`config.mk`:
```
export PLATFORM = sky130hd
export DESIGN_NAME = video_window_partitioner
export DESIGN_NICKNAME = d
export VERILOG_FILES = /design/src/wvp_pkg.sv /design/src/video_window_partitioner.sv /design/src/wvp_divider.sv /design/src/wvp_front.sv /design/src/wvp_queue.sv /design/src/wvp_back.sv
export SDC_FILE = /design/constraint.sdc
export NUM_CORES = 2
export LEC_CHECK = 0
export BUFFER_PORTS_ARGS = -buffer_cell sky130_fd_sc_hd__clkbuf_2
export CAP_MARGIN = 20
export CORE_MARGIN = 3
export CORE_UTILIZATION = 60
export DETAILED_ROUTE_END_ITERATION = 6
export PLACE_DENSITY = 0.74
export SLEW_MARGIN = 5
export SYNTH_ARGS = -nofsm -noshare
export SYNTH_HDL_FRONTEND = slang
export SYNTH_SLANG_ARGS = --single-unit
```
`constraint.sdc`:
```
create_clock -name clk -period 19.5 [get_ports clk]
set_input_delay 5.85 -clock clk [delete_from_list [all_inputs] [get_ports clk]]
set_output_delay 5.85 -clock clk [all_outputs]
set_load 0.02 [all_outputs]
```
`src/wvp_pkg.sv`:
```
// shared constants and types for the video window partitioner
// no dependencies; imported by every module of the block
package wvp_pkg;

  // fixed register and field widths
  localparam int AREA_W     = 16;
  localparam int WIN_W      = 4;
  localparam int CAP_W      = 10;
  localparam int CFG_IDX_W  = 3;
  localparam int CFG_DATA_W = 16;
  localparam int NUM_AXES   = 3;

  // register indexes
  localparam logic [CFG_IDX_W-1:0] REG_WINDOWS_T   = 3'd0;
  localparam logic [CFG_IDX_W-1:0] REG_WINDOWS_H   = 3'd1;
  localparam logic [CFG_IDX_W-1:0] REG_WINDOWS_W   = 3'd2;
  localparam logic [CFG_IDX_W-1:0] REG_FRAME_CAP   = 3'd3;
  localparam logic [CFG_IDX_W-1:0] REG_AREA_TARGET = 3'd4;

  // register reset values
  localparam logic [WIN_W-1:0]  RST_WINDOWS_T   = 4'd4;
  localparam logic [WIN_W-1:0]  RST_WINDOWS_H   = 4'd3;
  localparam logic [WIN_W-1:0]  RST_WINDOWS_W   = 4'd3;
  localparam logic [CAP_W-1:0]  RST_FRAME_CAP   = 10'd30;
  localparam logic [AREA_W-1:0] RST_AREA_TARGET = 16'd3600;

  // axis slots inside a job
  localparam logic [1:0] AX_T = 2'd0;
  localparam logic [1:0] AX_H = 2'd1;
  localparam logic [1:0] AX_W = 2'd2;

  // setup operation sequence of the front end
  localparam logic [2:0] OP_RATIO_H = 3'd0;
  localparam logic [2:0] OP_RATIO_W = 3'd1;
  localparam logic [2:0] OP_SIZE_H  = 3'd2;
  localparam logic [2:0] OP_SIZE_W  = 3'd3;
  localparam logic [2:0] OP_SIZE_T  = 3'd4;
  localparam logic [2:0] OP_CNT_T   = 3'd5;
  localparam logic [2:0] OP_CNT_H   = 3'd6;
  localparam logic [2:0] OP_CNT_W   = 3'd7;

  // job queue depth
  localparam int QUEUE_DEPTH = 2;

  // front end sequencer
  typedef enum logic [7:0] {
    F_IDLE = 8'b0000_0001,
    F_GO   = 8'b0000_0010,
    F_DIV  = 8'b0000_0100,
    F_SQRT = 8'b0000_1000,
    F_CNT  = 8'b0001_0000,
    F_TOT1 = 8'b0010_0000,
    F_TOT2 = 8'b0100_0000,
    F_PUSH = 8'b1000_0000
  } front_state_t;

endpackage

```
`src/video_window_partitioner.sv`:
```
// setup: from request beat to job handoff the front end runs eight serial divisions, two
// square roots, then counting, totals and handoff; the divider sets the setup time
// throughput: one window per cycle while out_stall is low, up to MAX_RESULTS per job
// reset: synchronous active-high rst restores the register defaults and empties queue
// top level: front end, job queue and window emitter; depends on wvp_pkg
module video_window_partitioner import wvp_pkg::*; #(
  parameter int DIM_BITS    = 10,
  parameter int MAX_RESULTS = 64
) (
  input  logic                  clk,
  input  logic                  rst,
  input  logic                  cfg_write,
  input  logic [CFG_IDX_W-1:0]  cfg_index,
  input  logic [CFG_DATA_W-1:0] cfg_data,
  input  logic                  in_valid,
  output logic                  in_stall,
  input  logic [DIM_BITS-1:0]   frames,
  input  logic [DIM_BITS-1:0]   height,
  input  logic [DIM_BITS-1:0]   width,
  input  logic                  shifted,
  output logic                  out_valid,
  input  logic                  out_stall,
  output logic [DIM_BITS-1:0]   start_t,
  output logic [DIM_BITS-1:0]   end_t,
  output logic [DIM_BITS-1:0]   start_h,
  output logic [DIM_BITS-1:0]   end_h,
  output logic [DIM_BITS-1:0]   start_w,
  output logic [DIM_BITS-1:0]   end_w,
  output logic                  last,
  output logic                  overflow
);

  localparam int JOB_W = NUM_AXES * (3 * DIM_BITS + 2) + 1;

  logic             fj_valid, fj_stall, bj_valid, bj_stall;
  logic [JOB_W-1:0] fj_data, bj_data;

  // sizing front end
  wvp_front #(
    .DIM_BITS    (DIM_BITS),
    .MAX_RESULTS (MAX_RESULTS)
  ) u_front (
    .clk       (clk),
    .rst       (rst),
    .cfg_write (cfg_write),
    .cfg_index (cfg_index),
    .cfg_data  (cfg_data),
    .in_valid  (in_valid),
    .in_stall  (in_stall),
    .frames    (frames),
    .height    (height),
    .width     (width),
    .shifted   (shifted),
    .job_valid (fj_valid),
    .job_stall (fj_stall),
    .job       (fj_data)
  );

  // job queue
  wvp_queue #(
    .WIDTH (JOB_W)
  ) u_queue (
    .clk        (clk),
    .rst        (rst),
    .push_valid (fj_valid),
    .push_stall (fj_stall),
    .push_data  (fj_data),
    .pop_valid  (bj_valid),
    .pop_stall  (bj_stall),
    .pop_data   (bj_data)
  );

  // window emitter
  wvp_back #(
    .DIM_BITS    (DIM_BITS),
    .MAX_RESULTS (MAX_RESULTS)
  ) u_back (
    .clk       (clk),
    .rst       (rst),
    .job_valid (bj_valid),
    .job_stall (bj_stall),
    .job       (bj_data),
    .out_valid (out_valid),
    .out_stall (out_stall),
    .start_t   (start_t),
    .end_t     (end_t),
    .start_h   (start_h),
    .end_h     (end_h),
    .start_w   (start_w),
    .end_w     (end_w),
    .last      (last),
    .overflow  (overflow)
  );

endmodule

```
`src/wvp_divider.sv`:
```
// serial restoring divider, one quotient bit per cycle
// depends on wvp_pkg; used by the front end for all setup divisions
module wvp_divider import wvp_pkg::*; #(
  parameter int NUMW = 28,
  parameter int DENW = 11
) (
  input  logic            clk,
  input  logic            rst,
  input  logic            start,
  input  logic [NUMW-1:0] num,
  input  logic [DENW-1:0] den,
  output logic            done,
  output logic [NUMW-1:0] quo
);

  localparam int CNTW = $clog2(NUMW + 1);

  logic            busy;
  logic [CNTW-1:0] cnt;
  logic [DENW-1:0] rem;
  logic [DENW-1:0] den_r;
  logic [DENW:0]   rem_sh;
  logic            fits;

  // trial subtract
  assign rem_sh = {rem, quo[NUMW-1]};
  assign fits   = rem_sh >= {1'b0, den_r};

  always_ff @(posedge clk) begin
    if (rst) begin
      busy <= 1'b0;
      done <= 1'b0;
      cnt  <= '0;
    end else begin
      done <= 1'b0;
      if (start) begin
        busy  <= 1'b1;
        cnt   <= CNTW'(NUMW);
        rem   <= '0;
        quo   <= num;
        den_r <= den;
      end else if (busy) begin
        rem <= fits ? DENW'(rem_sh - {1'b0, den_r}) : rem_sh[DENW-1:0];
        quo <= {quo[NUMW-2:0], fits};
        cnt <= cnt - 1'b1;
        if (cnt == CNTW'(1)) begin
          busy <= 1'b0;
          done <= 1'b1;
        end
      end
    end
  end

endmodule

```
`src/wvp_front.sv`:
```
// front end: config registers, request intake and window sizing
// depends on wvp_pkg and wvp_divider; hands one job per non-empty request to the queue
module wvp_front import wvp_pkg::*; #(
  parameter int DIM_BITS    = 10,
  parameter int MAX_RESULTS = 64
) (
  input  logic                  clk,
  input  logic                  rst,
  input  logic                  cfg_write,
  input  logic [CFG_IDX_W-1:0]  cfg_index,
  input  logic [CFG_DATA_W-1:0] cfg_data,
  input  logic                  in_valid,
  output logic                  in_stall,
  input  logic [DIM_BITS-1:0]   frames,
  input  logic [DIM_BITS-1:0]   height,
  input  logic [DIM_BITS-1:0]   width,
  input  logic                  shifted,
  output logic                  job_valid,
  input  logic                  job_stall,
  output logic [NUM_AXES*(3*DIM_BITS+2):0] job
);

  localparam int D    = DIM_BITS;
  localparam int NUMW = AREA_W + D + 2;
  localparam int RW   = (NUMW + 1) / 2;
  localparam int RBW  = $clog2(RW);
  localparam int DENW = D + 1;
  localparam int MW   = (D > CAP_W) ? D : CAP_W;
  localparam int CW   = $clog2(MAX_RESULTS + 2);

  typedef struct packed {
    logic [D:0]   c;
    logic         k;
    logic [D-1:0] s;
    logic [D-1:0] d;
  } axis_job_t;

  typedef struct packed {
    logic                     ovf;
    axis_job_t [NUM_AXES-1:0] ax;
  } job_t;

  front_state_t state;
  logic [2:0]   op;

  logic [WIN_W-1:0]  win_t, win_h, win_w;
  logic [CAP_W-1:0]  cap;
  logic [AREA_W-1:0] area;

  logic [D-1:0]  dim  [NUM_AXES];
  logic [D-1:0]  size [NUM_AXES];
  logic [D:0]    cnt  [NUM_AXES];
  logic [RW-1:0] root [2];
  logic          shf;
  logic [NUMW-1:0] qr;
  logic [RW-1:0]   sq;
  logic [RBW-1:0]  sbit;
  logic [CW-1:0]   p1;
  logic            ovf;

  logic [WIN_W-1:0]  nt, nh, nw;
  logic [CAP_W-1:0]  cap_e;
  logic [AREA_W-1:0] area_e;
  logic              k [NUM_AXES];

  logic            div_start, div_done;
  logic [NUMW-1:0] div_num, div_quo;
  logic [DENW-1:0] div_den;

  // zero registers act as one
  assign nt     = (win_t == '0) ? WIN_W'(1) : win_t;
  assign nh     = (win_h == '0) ? WIN_W'(1) : win_h;
  assign nw     = (win_w == '0) ? WIN_W'(1) : win_w;
  assign cap_e  = (cap == '0) ? CAP_W'(1) : cap;
  assign area_e = (area == '0) ? AREA_W'(1) : area;

  // half-window shift only where the window is narrower than the axis
  always_comb begin
    for (int a = 0; a < NUM_AXES; a++) begin
      k[a] = shf && (size[a] < dim[a]);
    end
  end

  // ratio product area*extent, times four
  logic [D-1:0]        ratio_dim;
  logic [AREA_W+D-1:0] prod_a;
  logic [MW-1:0]       tmin;
  logic [1:0]          cax;

  assign ratio_dim = (op == OP_RATIO_H) ? dim[AX_H] : dim[AX_W];
  assign prod_a    = {{D{1'b0}}, area_e} * {{AREA_W{1'b0}}, ratio_dim};
  assign tmin      = (MW'(dim[AX_T]) < MW'(cap_e)) ? MW'(dim[AX_T]) : MW'(cap_e);

  // axis of a count operation
  always_comb begin
    unique case (op)
      OP_CNT_T: cax = AX_T;
      OP_CNT_H: cax = AX_H;
      default:  cax = AX_W;
    endcase
  end

  // divider operands per operation
  always_comb begin
    unique case (op)
      OP_RATIO_H: begin
        div_num = {prod_a, 2'b00};
        div_den = DENW'(dim[AX_W]);
      end
      OP_RATIO_W: begin
        div_num = {prod_a, 2'b00};
        div_den = DENW'(dim[AX_H]);
      end
      OP_SIZE_H: begin
        div_num = NUMW'(root[0]) + NUMW'(nh) - NUMW'(1);
        div_den = DENW'(nh);
      end
      OP_SIZE_W: begin
        div_num = NUMW'(root[1]) + NUMW'(nw) - NUMW'(1);
        div_den = DENW'(nw);
      end
      OP_SIZE_T: begin
        div_num = NUMW'(tmin) + NUMW'(nt) - NUMW'(1);
        div_den = DENW'(nt);
      end
      OP_CNT_T, OP_CNT_H, OP_CNT_W: begin
        div_num = NUMW'({dim[cax], 1'b0}) - NUMW'(k[cax])
                + NUMW'({size[cax], 1'b0}) - NUMW'(1);
        div_den = {size[cax], 1'b0};
      end
      default: begin
        div_num = '0;
        div_den = DENW'(1);
      end
    endcase
  end

  assign div_start = (state == F_GO);

  wvp_divider #(
    .NUMW (NUMW),
    .DENW (DENW)
  ) u_div (
    .clk   (clk),
    .rst   (rst),
    .start (div_start),
    .num   (div_num),
    .den   (div_den),
    .done  (div_done),
    .quo   (div_quo)
  );

  // size clamp to [1, extent]
  function automatic logic [D-1:0] fix_size(input logic [NUMW-1:0] q,
                                             input logic [D-1:0] d);
    logic [D-1:0] r;
    begin
      if (q == '0) r = D'(1);
      else if (q > NUMW'(d)) r = d;
      else r = q[D-1:0];
      return r;
    end
  endfunction

  // square root, one bit per cycle
  logic [RW-1:0]   cand, sq_next;
  logic [2*RW-1:0] cand_sq;
  logic [RW:0]     sq_inc;

  assign cand    = sq | (RW'(1) << sbit);
  assign cand_sq = {{RW{1'b0}}, cand} * {{RW{1'b0}}, cand};
  assign sq_next = (cand_sq <= (2*RW)'(qr)) ? cand : sq;
  assign sq_inc  = {1'b0, sq_next} + (RW+1)'(1);

  // non-empty window count of one axis
  logic [D:0]       n_ax;
  logic [D+1:0]     m_ax;
  logic [2*D+1:0]   lo2_last;
  logic             tail_empty, head_empty;
  logic [D:0]       c_val;

  assign n_ax       = qr[D:0] + (D+1)'(k[cax]);
  assign m_ax       = {n_ax, 1'b0} - (D+2)'(3);
  assign lo2_last   = {{D{1'b0}}, m_ax} * {{(D+2){1'b0}}, size[cax]};
  assign tail_empty = k[cax] && (lo2_last[2*D+1:1] >= (2*D+1)'(dim[cax]));
  assign head_empty = k[cax] && (size[cax] == D'(1));
  assign c_val      = n_ax - (D+1)'(head_empty) - (D+1)'(tail_empty);

  // overflow check, product saturated above the result limit
  logic [2*D+1:0]  p_th;
  logic [CW+D:0]   p_all;

  assign p_th  = {{(D+1){1'b0}}, cnt[AX_T]} * {{(D+1){1'b0}}, cnt[AX_H]};
  assign p_all = {{(D+1){1'b0}}, p1} * {{CW{1'b0}}, cnt[AX_W]};

  // sequencer
  always_ff @(posedge clk) begin
    if (rst) begin
      state <= F_IDLE;
      op    <= OP_RATIO_H;
      win_t <= RST_WINDOWS_T;
      win_h <= RST_WINDOWS_H;
      win_w <= RST_WINDOWS_W;
      cap   <= RST_FRAME_CAP;
      area  <= RST_AREA_TARGET;
    end else begin
      if (cfg_write) begin
        unique case (cfg_index)
          REG_WINDOWS_T:   win_t <= cfg_data[WIN_W-1:0];
          REG_WINDOWS_H:   win_h <= cfg_data[WIN_W-1:0];
          REG_WINDOWS_W:   win_w <= cfg_data[WIN_W-1:0];
          REG_FRAME_CAP:   cap   <= cfg_data[CAP_W-1:0];
          REG_AREA_TARGET: area  <= cfg_data[AREA_W-1:0];
          default: ;
        endcase
      end
      unique case (state)
        F_IDLE: begin
          if (in_valid) begin
            dim[AX_T] <= frames;
            dim[AX_H] <= height;
            dim[AX_W] <= width;
            shf       <= shifted;
            op        <= OP_RATIO_H;
            // an empty volume gives no windows
            if (frames != '0 && height != '0 && width != '0) state <= F_GO;
          end
        end
        F_GO: state <= F_DIV;
        F_DIV: begin
          if (div_done) begin
            case (op)
              OP_RATIO_H, OP_RATIO_W: begin
                qr    <= div_quo;
                sq    <= '0;
                sbit  <= RBW'(RW - 1);
                state <= F_SQRT;
              end
              OP_SIZE_H: begin
                size[AX_H] <= fix_size(div_quo, dim[AX_H]);
                op         <= op + 3'd1;
                state      <= F_GO;
              end
              OP_SIZE_W: begin
                size[AX_W] <= fix_size(div_quo, dim[AX_W]);
                op         <= op + 3'd1;
                state      <= F_GO;
              end
              OP_SIZE_T: begin
                size[AX_T] <= fix_size(div_quo, dim[AX_T]);
                op         <= op + 3'd1;
                state      <= F_GO;
              end
              default: begin
                qr    <= div_quo;
                state <= F_CNT;
              end
            endcase
          end
        end
        F_SQRT: begin
          sq <= sq_next;
          if (sbit == '0) begin
            root[op[0]] <= sq_inc[RW:1];
            op          <= op + 3'd1;
            state       <= F_GO;
          end else begin
            sbit <= sbit - 1'b1;
          end
        end
        F_CNT: begin
          cnt[cax] <= c_val;
          if (op == OP_CNT_W) begin
            state <= F_TOT1;
          end else begin
            op    <= op + 3'd1;
            state <= F_GO;
          end
        end
        F_TOT1: begin
          p1    <= (p_th > (2*D+2)'(MAX_RESULTS)) ? CW'(MAX_RESULTS + 1) : CW'(p_th);
          state <= F_TOT2;
        end
        F_TOT2: begin
          ovf   <= p_all > (CW+D+1)'(MAX_RESULTS);
          state <= F_PUSH;
        end
        F_PUSH: begin
          if (!job_stall) state <= F_IDLE;
        end
        default: state <= F_IDLE;
      endcase
    end
  end

  // job packing
  job_t job_w;
  always_comb begin
    job_w.ovf = ovf;
    for (int a = 0; a < NUM_AXES; a++) begin
      job_w.ax[a].c = cnt[a];
      job_w.ax[a].k = k[a];
      job_w.ax[a].s = size[a];
      job_w.ax[a].d = dim[a];
    end
  end

  assign job       = job_w;
  assign job_valid = (state == F_PUSH);
  assign in_stall  = (state != F_IDLE);

endmodule

```
`src/wvp_queue.sv`:
```
// two-entry job queue between front end and window emitter
// depends on wvp_pkg for its depth
module wvp_queue import wvp_pkg::*; #(
  parameter int WIDTH = 97
) (
  input  logic             clk,
  input  logic             rst,
  input  logic             push_valid,
  output logic             push_stall,
  input  logic [WIDTH-1:0] push_data,
  output logic             pop_valid,
  input  logic             pop_stall,
  output logic [WIDTH-1:0] pop_data
);

  localparam int PW = $clog2(QUEUE_DEPTH);
  localparam int CNW = $clog2(QUEUE_DEPTH + 1);

  logic [WIDTH-1:0] slot [QUEUE_DEPTH];
  logic [PW-1:0]    wr_ptr, rd_ptr;
  logic [CNW-1:0]   fill;
  logic             push, pop;

  assign push_stall = (fill == CNW'(QUEUE_DEPTH));
  assign pop_valid  = (fill != '0);
  assign pop_data   = slot[rd_ptr];
  assign push       = push_valid && !push_stall;
  assign pop        = pop_valid && !pop_stall;

  // pointer and fill tracking
  always_ff @(posedge clk) begin
    if (rst) begin
      wr_ptr <= '0;
      rd_ptr <= '0;
      fill   <= '0;
    end else begin
      if (push) begin
        slot[wr_ptr] <= push_data;
        wr_ptr       <= wr_ptr + 1'b1;
      end
      if (pop) rd_ptr <= rd_ptr + 1'b1;
      fill <= fill + CNW'(push) - CNW'(pop);
    end
  end

endmodule

```
`src/wvp_back.sv`:
```
// back end: walks w, h, t window indexes and emits one window per beat
// depends on wvp_pkg; takes jobs from the queue, drives the output register
module wvp_back import wvp_pkg::*; #(
  parameter int DIM_BITS    = 10,
  parameter int MAX_RESULTS = 64
) (
  input  logic                  clk,
  input  logic                  rst,
  input  logic                  job_valid,
  output logic                  job_stall,
  input  logic [NUM_AXES*(3*DIM_BITS+2):0] job,
  output logic                  out_valid,
  input  logic                  out_stall,
  output logic [DIM_BITS-1:0]   start_t,
  output logic [DIM_BITS-1:0]   end_t,
  output logic [DIM_BITS-1:0]   start_h,
  output logic [DIM_BITS-1:0]   end_h,
  output logic [DIM_BITS-1:0]   start_w,
  output logic [DIM_BITS-1:0]   end_w,
  output logic                  last,
  output logic                  overflow
);

  localparam int D  = DIM_BITS;
  localparam int AW = D + 3;
  localparam int NW = $clog2(MAX_RESULTS + 1);

  typedef struct packed {
    logic [D:0]   c;
    logic         k;
    logic [D-1:0] s;
    logic [D-1:0] d;
  } axis_job_t;

  typedef struct packed {
    logic                     ovf;
    axis_job_t [NUM_AXES-1:0] ax;
  } job_t;

  job_t          cur, job_in;
  logic          busy;
  logic [NW-1:0] emitted;
  logic [D:0]    j   [NUM_AXES];
  logic [AW-1:0] h2  [NUM_AXES];
  logic          zf  [NUM_AXES];

  logic [D-1:0]  lo  [NUM_AXES];
  logic [D-1:0]  hi  [NUM_AXES];
  logic          ax_last [NUM_AXES];
  logic [AW-1:0] h2_init [NUM_AXES];
  logic          zf_init [NUM_AXES];
  logic [AW-1:0] s2  [NUM_AXES];
  logic          final_win, adv;

  assign job_in = job;

  // bounds of the current window; h2 holds twice the exclusive end
  always_comb begin
    for (int a = 0; a < NUM_AXES; a++) begin
      s2[a]      = AW'({cur.ax[a].s, 1'b0});
      lo[a]      = zf[a] ? '0 : D'((h2[a] - s2[a]) >> 1);
      hi[a]      = ((D+2)'(h2[a][AW-1:1]) > (D+2)'(cur.ax[a].d)) ?
                   cur.ax[a].d : D'(h2[a][AW-1:1]);
      ax_last[a] = (j[a] == cur.ax[a].c - (D+1)'(1));
    end
  end

  // start point of each axis for an incoming job, skipping an empty first window
  always_comb begin
    for (int a = 0; a < NUM_AXES; a++) begin
      zf_init[a] = !(job_in.ax[a].k && job_in.ax[a].s == D'(1));
      if (!job_in.ax[a].k)               h2_init[a] = AW'({job_in.ax[a].s, 1'b0});
      else if (job_in.ax[a].s == D'(1))  h2_init[a] = AW'(3);
      else                               h2_init[a] = AW'(job_in.ax[a].s);
    end
  end

  assign final_win = (ax_last[AX_T] && ax_last[AX_H] && ax_last[AX_W]) ||
                     ((emitted + NW'(1)) == NW'(MAX_RESULTS));
  assign adv       = busy && (!out_valid || !out_stall);
  assign job_stall = busy;

  always_ff @(posedge clk) begin
    if (rst) begin
      busy      <= 1'b0;
      out_valid <= 1'b0;
      emitted   <= '0;
    end else begin
      // load a new job
      if (!busy && job_valid) begin
        busy    <= 1'b1;
        cur     <= job_in;
        emitted <= '0;
        for (int a = 0; a < NUM_AXES; a++) begin
          j[a]  <= '0;
          h2[a] <= h2_init[a];
          zf[a] <= zf_init[a];
        end
      end
      // emit one window
      if (adv) begin
        out_valid <= 1'b1;
        start_t   <= lo[AX_T];
        end_t     <= hi[AX_T];
        start_h   <= lo[AX_H];
        end_h     <= hi[AX_H];
        start_w   <= lo[AX_W];
        end_w     <= hi[AX_W];
        last      <= final_win;
        overflow  <= cur.ovf;
        emitted   <= emitted + NW'(1);
        if (final_win) busy <= 1'b0;
        // t is the inner loop, w the outer
        if (!ax_last[AX_T]) begin
          j[AX_T]  <= j[AX_T] + (D+1)'(1);
          h2[AX_T] <= h2[AX_T] + s2[AX_T];
          zf[AX_T] <= 1'b0;
        end else begin
          j[AX_T]  <= '0;
          h2[AX_T] <= cur.ax[AX_T].k ? ((cur.ax[AX_T].s == D'(1)) ? AW'(3) :
                      AW'(cur.ax[AX_T].s)) : s2[AX_T];
          zf[AX_T] <= !(cur.ax[AX_T].k && cur.ax[AX_T].s == D'(1));
          if (!ax_last[AX_H]) begin
            j[AX_H]  <= j[AX_H] + (D+1)'(1);
            h2[AX_H] <= h2[AX_H] + s2[AX_H];
            zf[AX_H] <= 1'b0;
          end else begin
            j[AX_H]  <= '0;
            h2[AX_H] <= cur.ax[AX_H].k ? ((cur.ax[AX_H].s == D'(1)) ? AW'(3) :
                        AW'(cur.ax[AX_H].s)) : s2[AX_H];
            zf[AX_H] <= !(cur.ax[AX_H].k && cur.ax[AX_H].s == D'(1));
            j[AX_W]  <= j[AX_W] + (D+1)'(1);
            h2[AX_W] <= h2[AX_W] + s2[AX_W];
            zf[AX_W] <= 1'b0;
          end
        end
      end else if (out_valid && !out_stall) begin
        out_valid <= 1'b0;
      end
    end
  end

endmodule

```
== Yosys cells after proc, flatten, opt, wreduce, memory -nomap -nowiden ==
Memory sizes are Yosys's and may differ from the RTL's. A register that Yosys moved wholly into a read port is not among the register bits.
Cells that the tools add are included.
Cells by class
  equal/unequal tests: 41
  reductions and logical operators: 71
  multiply operators: 5
  magnitude comparators: 16
  shift-type cells: 1
  add/subtract/negate cells: 35
  bitwise logic cells: 20
  multiplexer cells: 156
Operators with widths (number)
  10-bit two-way mux: 31
  28-bit case mux with 5 select lines: 1
  13-bit two-way mux: 10
  28-bit by 1-bit subtractor with 28-bit output, second input constant: 4
  28-bit by 10-bit > comparator with 1-bit output: 3
  11-bit two-way mux: 7
  1-bit two-way mux: 70
  11-bit case mux with 6 select lines: 1
  8-bit case mux with 8 select lines: 1
  10-bit by 1-bit equality test with 1-bit output, second input constant: 6
  28-bit two-way mux: 2
  11-bit subtractor: 4
  14-bit two-way mux: 3
  10-bit < comparator: 4
  8-bit two-way mux: 5
  13-bit by 11-bit adder with 13-bit output: 3
  12-bit by 10-bit > comparator with 1-bit output: 3
  11-bit by 1-bit adder with 11-bit output, second input constant: 3
  11-bit equality test: 3
  11-bit by 1-bit subtractor with 11-bit output, second input constant: 3
  14-bit by 4-bit adder with 15-bit output: 2
  10-bit nonzero test: 3
  28-bit by 11-bit adder with 28-bit output: 1
  28-bit <= comparator: 1
  76 further kinds: 171
Word-level totals
  flip-flop bits (word level): 332
  input bits: 55
  output and inout bits: 64
  RAM bits: 390
  word-level logic and storage cells: 399
  memories kept: 8
Memory list
  u_queue.slot: depth 2, bits a word 97, rd ports 1, clocked after memory_dff 1, wr ports 1, line wvp_queue.sv:19  | logic [WIDTH-1:0] slot [QUEUE_DEPTH];
  u_back.h2: depth 3, bits a word 13, rd ports 3, clocked after memory_dff 0, wr ports 3, line wvp_back.sv:44  | logic [AW-1:0] h2 [NUM_AXES];
  u_back.j: depth 3, bits a word 11, rd ports 3, clocked after memory_dff 0, wr ports 3, line wvp_back.sv:43  | logic [D:0] j [NUM_AXES];
  u_front.cnt: depth 3, bits a word 11, rd ports 3, clocked after memory_dff 0, wr ports 1, line wvp_front.sv:52  | logic [D:0] cnt [NUM_AXES];
  u_front.dim: depth 3, bits a word 10, rd ports 4, clocked after memory_dff 0, wr ports 3, line wvp_front.sv:50  | logic [D-1:0] dim [NUM_AXES];
  u_front.size: depth 3, bits a word 10, rd ports 4, clocked after memory_dff 0, wr ports 1, line wvp_front.sv:51  | logic [D-1:0] size [NUM_AXES];
  2 more memories

== Longest topological paths before layout ==
  depth after elaboration: 12
  mapped depth: 47
  depth with buffers taken out: 44

== Modules after synthesis ==
From an unflattened synthesis, not the netlist that was laid out.
Second synthesis, totals
  cells, all modules: 5887
  area, all modules: 60649.4 µm²
By module, submodules not included
  wvp_front: seq. area each 6266.0 µm², instances 1, cells an instance 4028, area an instance 36147.2 µm²
  wvp_back: seq. area each 7086.8 µm², instances 1, cells an instance 1313, area an instance 14262.4 µm²
  wvp_queue: seq. area each 5925.7 µm², instances 1, cells an instance 329, area an instance 7362.1 µm²
  wvp_divider: seq. area each 1641.6 µm², instances 1, cells an instance 217, area an instance 2877.8 µm²

== Worst setup path before layout ==
No wires, ideal clock.
  kind: in2reg
  start point: input rst
  end point: memory u_queue.slot[1][0] (enable)
  data required time: 18.808 ns
  setup slack: 5.461 ns
  arrival: 13.347 ns
  setup time: 0.692 ns
  cell stages on the path: 3
  cell sequence: clkbuf_1 clkbuf_1 nor3b_1
Between the ends
  word-level cells in the longest chain between the ends: 2
Ends and longest elaborated chain
  from (decl): line video_window_partitioner.sv:11  | input logic rst,
  1-bit two-way mux: line wvp_queue.sv:32  | if (rst) begin
  1-bit two-way mux (implied by the code): line wvp_queue.sv:38  | slot[wr_ptr] <= push_data;
  to (decl): line wvp_queue.sv:19
No other way between the ends.

==> results.txt <==
The number of cells produced by synthesis came out at 5720. The final global-route overflow total is 0. In this run the critical register-to-register path is launched from u_front.dim[0][1]. The standard-cell row count came out at 114. The number of global-route vias before repair came out at 43300. Measured along the y axis, the die boundary spans 320 µm. Summed over all cells, the static leakage comes to 27.7 nW.

The worst IR drop on VDD came out at 0.0757 mV. The endpoint class of the critical path is a flip-flop. The biggest cell delay along the critical path is 0.80 ns. The number of resized instances in the post-cts repair step is 0.

Setup repair after global routing left no endpoint under its margin. After filler insertion, the fill cell instance count of the layout stands at 7553. The post-synthesis register bit count is 720. From synthesis to final layout, the design area changed by 8.36%. The later-pin clock latency in the skew report is 0.66 ns. After synthesis the cells add up to 59100 µm². Counting flops with an async set or reset pin after synthesis yields a share of 0%. The width of the die came out at 320 µm. The count of buffer and inverter cells on the critical path came out at 5.

The most used flip-flop cell after synthesis is sky130_fd_sc_hd__edfxtp_1. The number of enable flip-flop cells after synthesis came out at 650. The actual transition at the worst max-transition pin is 1.08 ns.

In this run the count of I/O pins placed on the die edge is 119. STA puts the critical path data required time at 19.86 ns. Setup violations remaining at the end of the flow were counted as 0. TritonCTS built the clock tree.

The final worst setup slack is 7.07 ns. On the critical path the largest part of the delay comes from adder cells. The number of buffers created by CTS came out at 79. The first element of the critical path is u_front.dim[0][1].

The relative slew slack is 27.7%. The run finished with clean final reports. The final core area utilization came out at 65.9%.

Global routing consumed, over all layers together, 30.3% of the routing resources. The number of hold buffers added after cts is 0. The residual antenna-violating net count after detailed routing came out at 0. The highest achievable clock rate is 80.5 MHz. The global-route wire length before repair is 243 mm. The initial antenna violation count came out at 6. The type of the setup path with the least slack is flip-flop to flip-flop.

The largest fanout on the critical path came out at 11. In this run the power density over the cells is 84.9 nW/µm². The number of different library cells in the post-synthesis netlist came out at 97. The post-route DRC violation count is 0. The worst hold path terminates at u_front.area[0]. The floorplan step defined a die boundary enclosing 102000 µm². The length in cells of the worst reg-to-reg path is 43. The synthesized area per cell came out at 10.3 µm².

The fraction of power spent switching nets came out at 34.1%. The via-per-instance ratio is 6.02. The most common cell in the synthesized netlist is sky130_fd_sc_hd__inv_1. The critical path arrival is 12.79 ns. The number of buffers between clock root and the deepest sink is 3.

The first-iteration detailed-routing DRC count is 3856. The final-report hold violation count is 0. The proportion of netlist area held by the largest area contributor came out at 33.0%.

The largest total area in the synthesized netlist belongs to sky130_fd_sc_hd__edfxtp_1. The worst reg2reg path endpoint is u_front.cnt[1][10]. The largest individual stage delay along the critical path comes from the cell sky130_fd_sc_hd__xor2_1. The core region area came out at 97100 µm².

The critical hold path startpoint is u_front.area[0]. The commonest cells after synthesis are 684 x sky130_fd_sc_hd__inv_1, 650 x sky130_fd_sc_hd__edfxtp_1, 559 x sky130_fd_sc_hd__ha_1. Yosys printed 0 warnings. At the end of the flow, the number of nets in the layout was 6860. Sorting the synthesized cells by area gives the leading types as sky130_fd_sc_hd__edfxtp_1 33%, sky130_fd_sc_hd__fa_1 15%, sky130_fd_sc_hd__ha_1 12%.

The max-cap violation count came out at 0. The global placer's final weighted congestion is 0.993. The clock network fraction of design power is 29.3%. The proportion of power drawn by combinational gates is 32.8%. Prior to clock tree synthesis, the placed netlist has a worst setup slack of 7.26 ns. In this run the register-to-register setup slack is 7.07 ns. The sequential share of the synthesized area came out at 35.4%. The relative contribution of sequential cells to total power is 37.9%. The H-tree was split into 3 levels. The pre-antenna-repair detailed-routing pass consisted of 6 iterations. The placed wire-length estimate is 117 mm. The setup clock skew after layout is 0.0326 ns.

The mean routed wirelength per cell is 21.5 µm. Entering global routing, the biggest net connects 77 pins. The clock-pin slew of the registers on the worst-case setup and hold paths came out at 0.06 ns. The type of the most critical hold path is flip-flop to flip-flop. The cell at the root of the clock tree is sky130_fd_sc_hd__clkbuf_16.

The final layout contains routed wiring with a total length of 154 mm. The number of nets produced by synthesis is 6777. The post-CTS repair timing setup buffer count is 0.

The total via count in the routed design came out at 43100. The fraction of final layout cells sized beyond drive strength 1 came out at 8.98%. Summed over all failing endpoints, the final setup total negative slack is 0 ns. The count of final max-slew check failures came to 0. The worst hold path was traced through 2 stages. Summed over all nets, the switching power comes to 0.00186 W. The clock period could shrink to 12.43 ns. The number of clock sinks seen by CTS came out at 720. The worst setup path is launched from a flip-flop. The fraction of the cycle the final worst path needs is 63.7%. The internal power contribution is 0.00358 W. Once the floorplan was initialized, standard cells occupied 60.8% of the core. The count of input and output buffers is 118. The critical path's most frequent cell is sky130_fd_sc_hd__fa_1.
-- flip-flops by register name, summed over array words and instances (netlist names), 8 cells and up, named ones only --
signal,flops
u_back.end_t,10
u_back.start_t,10
u_front.dim,30
u_front.sq,14
u_back.end_w,10
u_front.state,8
u_front.area,16
u_back.cur,96
u_front.cap,10
u_back.end_h,10
u_front.size,30
u_front.qr,28
u_front.u_div.rem,11
u_front.cnt,33
u_queue.slot,194
u_front.u_div.den_r,11
u_front.u_div.quo,28
u_front.root,28
u_back.start_h,10
u_back.j,33
u_back.h2,36
u_back.start_w,10
-- power by group through the flow --
stage | clock (W) | combinational (W) | sequential [W]
after CTS | 0.00162 | 0.00177 | 0.00206
after detailed placement | 0 | 0.00175 | 0.00209
after global placement | 0 | 0.00171 | 0.00208
after floorplan | 0 | 0.00132 | 0.00204
after global routing | 0.00168 | 0.00198 | 0.00208
final | 0.00159 | 0.00178 | 0.00206
-- layout make-up --
| cell class | count | area (µm²) | area share, % |
|---|---|---|---|
| repair buffers | 193 | 1190 | 1.85 |
| clock inverters | 54 | 726 | 1.13 |
| multi-input cells | 4119 | 34900 | 54.6 |
| diodes | 6 | 15.0 | 0.0234 |
| inverters | 690 | 2590 | 4.05 |
| well taps | 1276 | 1600 | 2.49 |
| clock buffers | 91 | 2050 | 3.21 |
| flip-flops and latches | 720 | 20900 | 32.7 |
-- worst max-delay path by stage --
stage               slack, ns                  to  cells past startpoint
floorplan                5.46  u_queue.slot[1][0]                      3
detailed placement       7.26  u_front.cnt[0][10]                     43
CTS                      7.19  u_front.cnt[1][10]                     42
global placement         7.50  u_front.cnt[0][10]                     43
global route             6.20   u_front.cnt[2][8]                     42
finish                   7.07  u_front.cnt[1][10]                     43
-- cells in the final DEF (no fill, tap or decap), types with 14 or more instances in the layout --
cell type                   netlist  routed
sky130_fd_sc_hd__o211ai_1        19      19
sky130_fd_sc_hd__a22o_1          25      25
sky130_fd_sc_hd__nand2b_1        67      67
sky130_fd_sc_hd__nor2b_1        109     108
sky130_fd_sc_hd__nor2_1         504     499
sky130_fd_sc_hd__nand4_1         52      52
sky130_fd_sc_hd__nand3b_1        23      23
sky130_fd_sc_hd__clkbuf_2         0     117
sky130_fd_sc_hd__fa_1           443     443
sky130_fd_sc_hd__o21a_1          39      39
sky130_fd_sc_hd__or2_2           27      27
sky130_fd_sc_hd__xor2_1          99      99
sky130_fd_sc_hd__clkbuf_16        0      80
sky130_fd_sc_hd__dfxtp_1         70      69
sky130_fd_sc_hd__nor3_1          93      92
sky130_fd_sc_hd__o21bai_1        30      30
sky130_fd_sc_hd__clkinv_1         4      15
sky130_fd_sc_hd__a21o_1          80      80
sky130_fd_sc_hd__and3_1          48      48
sky130_fd_sc_hd__or3_1           15      15
sky130_fd_sc_hd__nor4_1          41      39
sky130_fd_sc_hd__a211oi_1        27      26
sky130_fd_sc_hd__and2_1         106     106
sky130_fd_sc_hd__buf_4            0      73
sky130_fd_sc_hd__o21ai_0        168     167
sky130_fd_sc_hd__a22oi_1         33      33
sky130_fd_sc_hd__nand3_1        102     102
sky130_fd_sc_hd__ha_1           559     559
sky130_fd_sc_hd__xnor2_1        182     182
sky130_fd_sc_hd__mux2_2         123     123
sky130_fd_sc_hd__a31oi_1         31      31
sky130_fd_sc_hd__mux2i_1        108     108
sky130_fd_sc_hd__nand2_1        481     481
sky130_fd_sc_hd__inv_1          684     684
sky130_fd_sc_hd__o22ai_1         15      14
sky130_fd_sc_hd__a21boi_0        18      18
sky130_fd_sc_hd__a21oi_1        248     245
sky130_fd_sc_hd__edfxtp_1       650     650
-- cells by family (layout without fill, tap and decap cells) --
kind of cell | after synthesis | in the layout | share of synthesized area [%]
mux | 234 | 234 | 4.26
buf+inv | 881 | 1028 | 5.64
simple gates | 1727 | 1727 | 14.0
compound gates | 875 | 875 | 9.68
other cells | 0 | 6 | 0
fa+ha+maj | 1002 | 1002 | 26.8
xor+xnor | 281 | 281 | 4.16
flops | 720 | 720 | 35.4
-- metrics by stage --
stage | power, W | instance area (µm²) | std cells | hold slack, ns
final | 0.00544 | 64000 | 7149 | 0.480
after global placement | 0.00379 | 61200 | 6993 | 0.451
after CTS | 0.00544 | 64000 | 7138 | 0.474
after floorplan | 0.00336 | 59100 | 5720 | 0.400
after global routing | 0.00574 | 64000 | 7143 | 0.495
after detailed placement | 0.00384 | 61200 | 6993 | 0.466
-- routing by layer --
metal | wire, µm | track usage (%)
met5 | 13 | 0
met4 | 5790 | 10.8
met3 | 12400 | 5.18
met2 | 71500 | 49.5
met1 | 63900 | 41.1
-- worst register-to-register path, delay by kind of cell, from the launching register on --
family                   cells  cell delay (ns)
AO/OA/AOI/OAI               15             4.01
XOR/XNOR                     4             1.61
adder cells (fa/ha/maj)     11             4.26
buffers and inverters        5             0.57
flip-flops                   1             0.45
AND/OR/NAND/NOR              8             1.21
No activity file was read; power rests on OpenSTA's default activity.
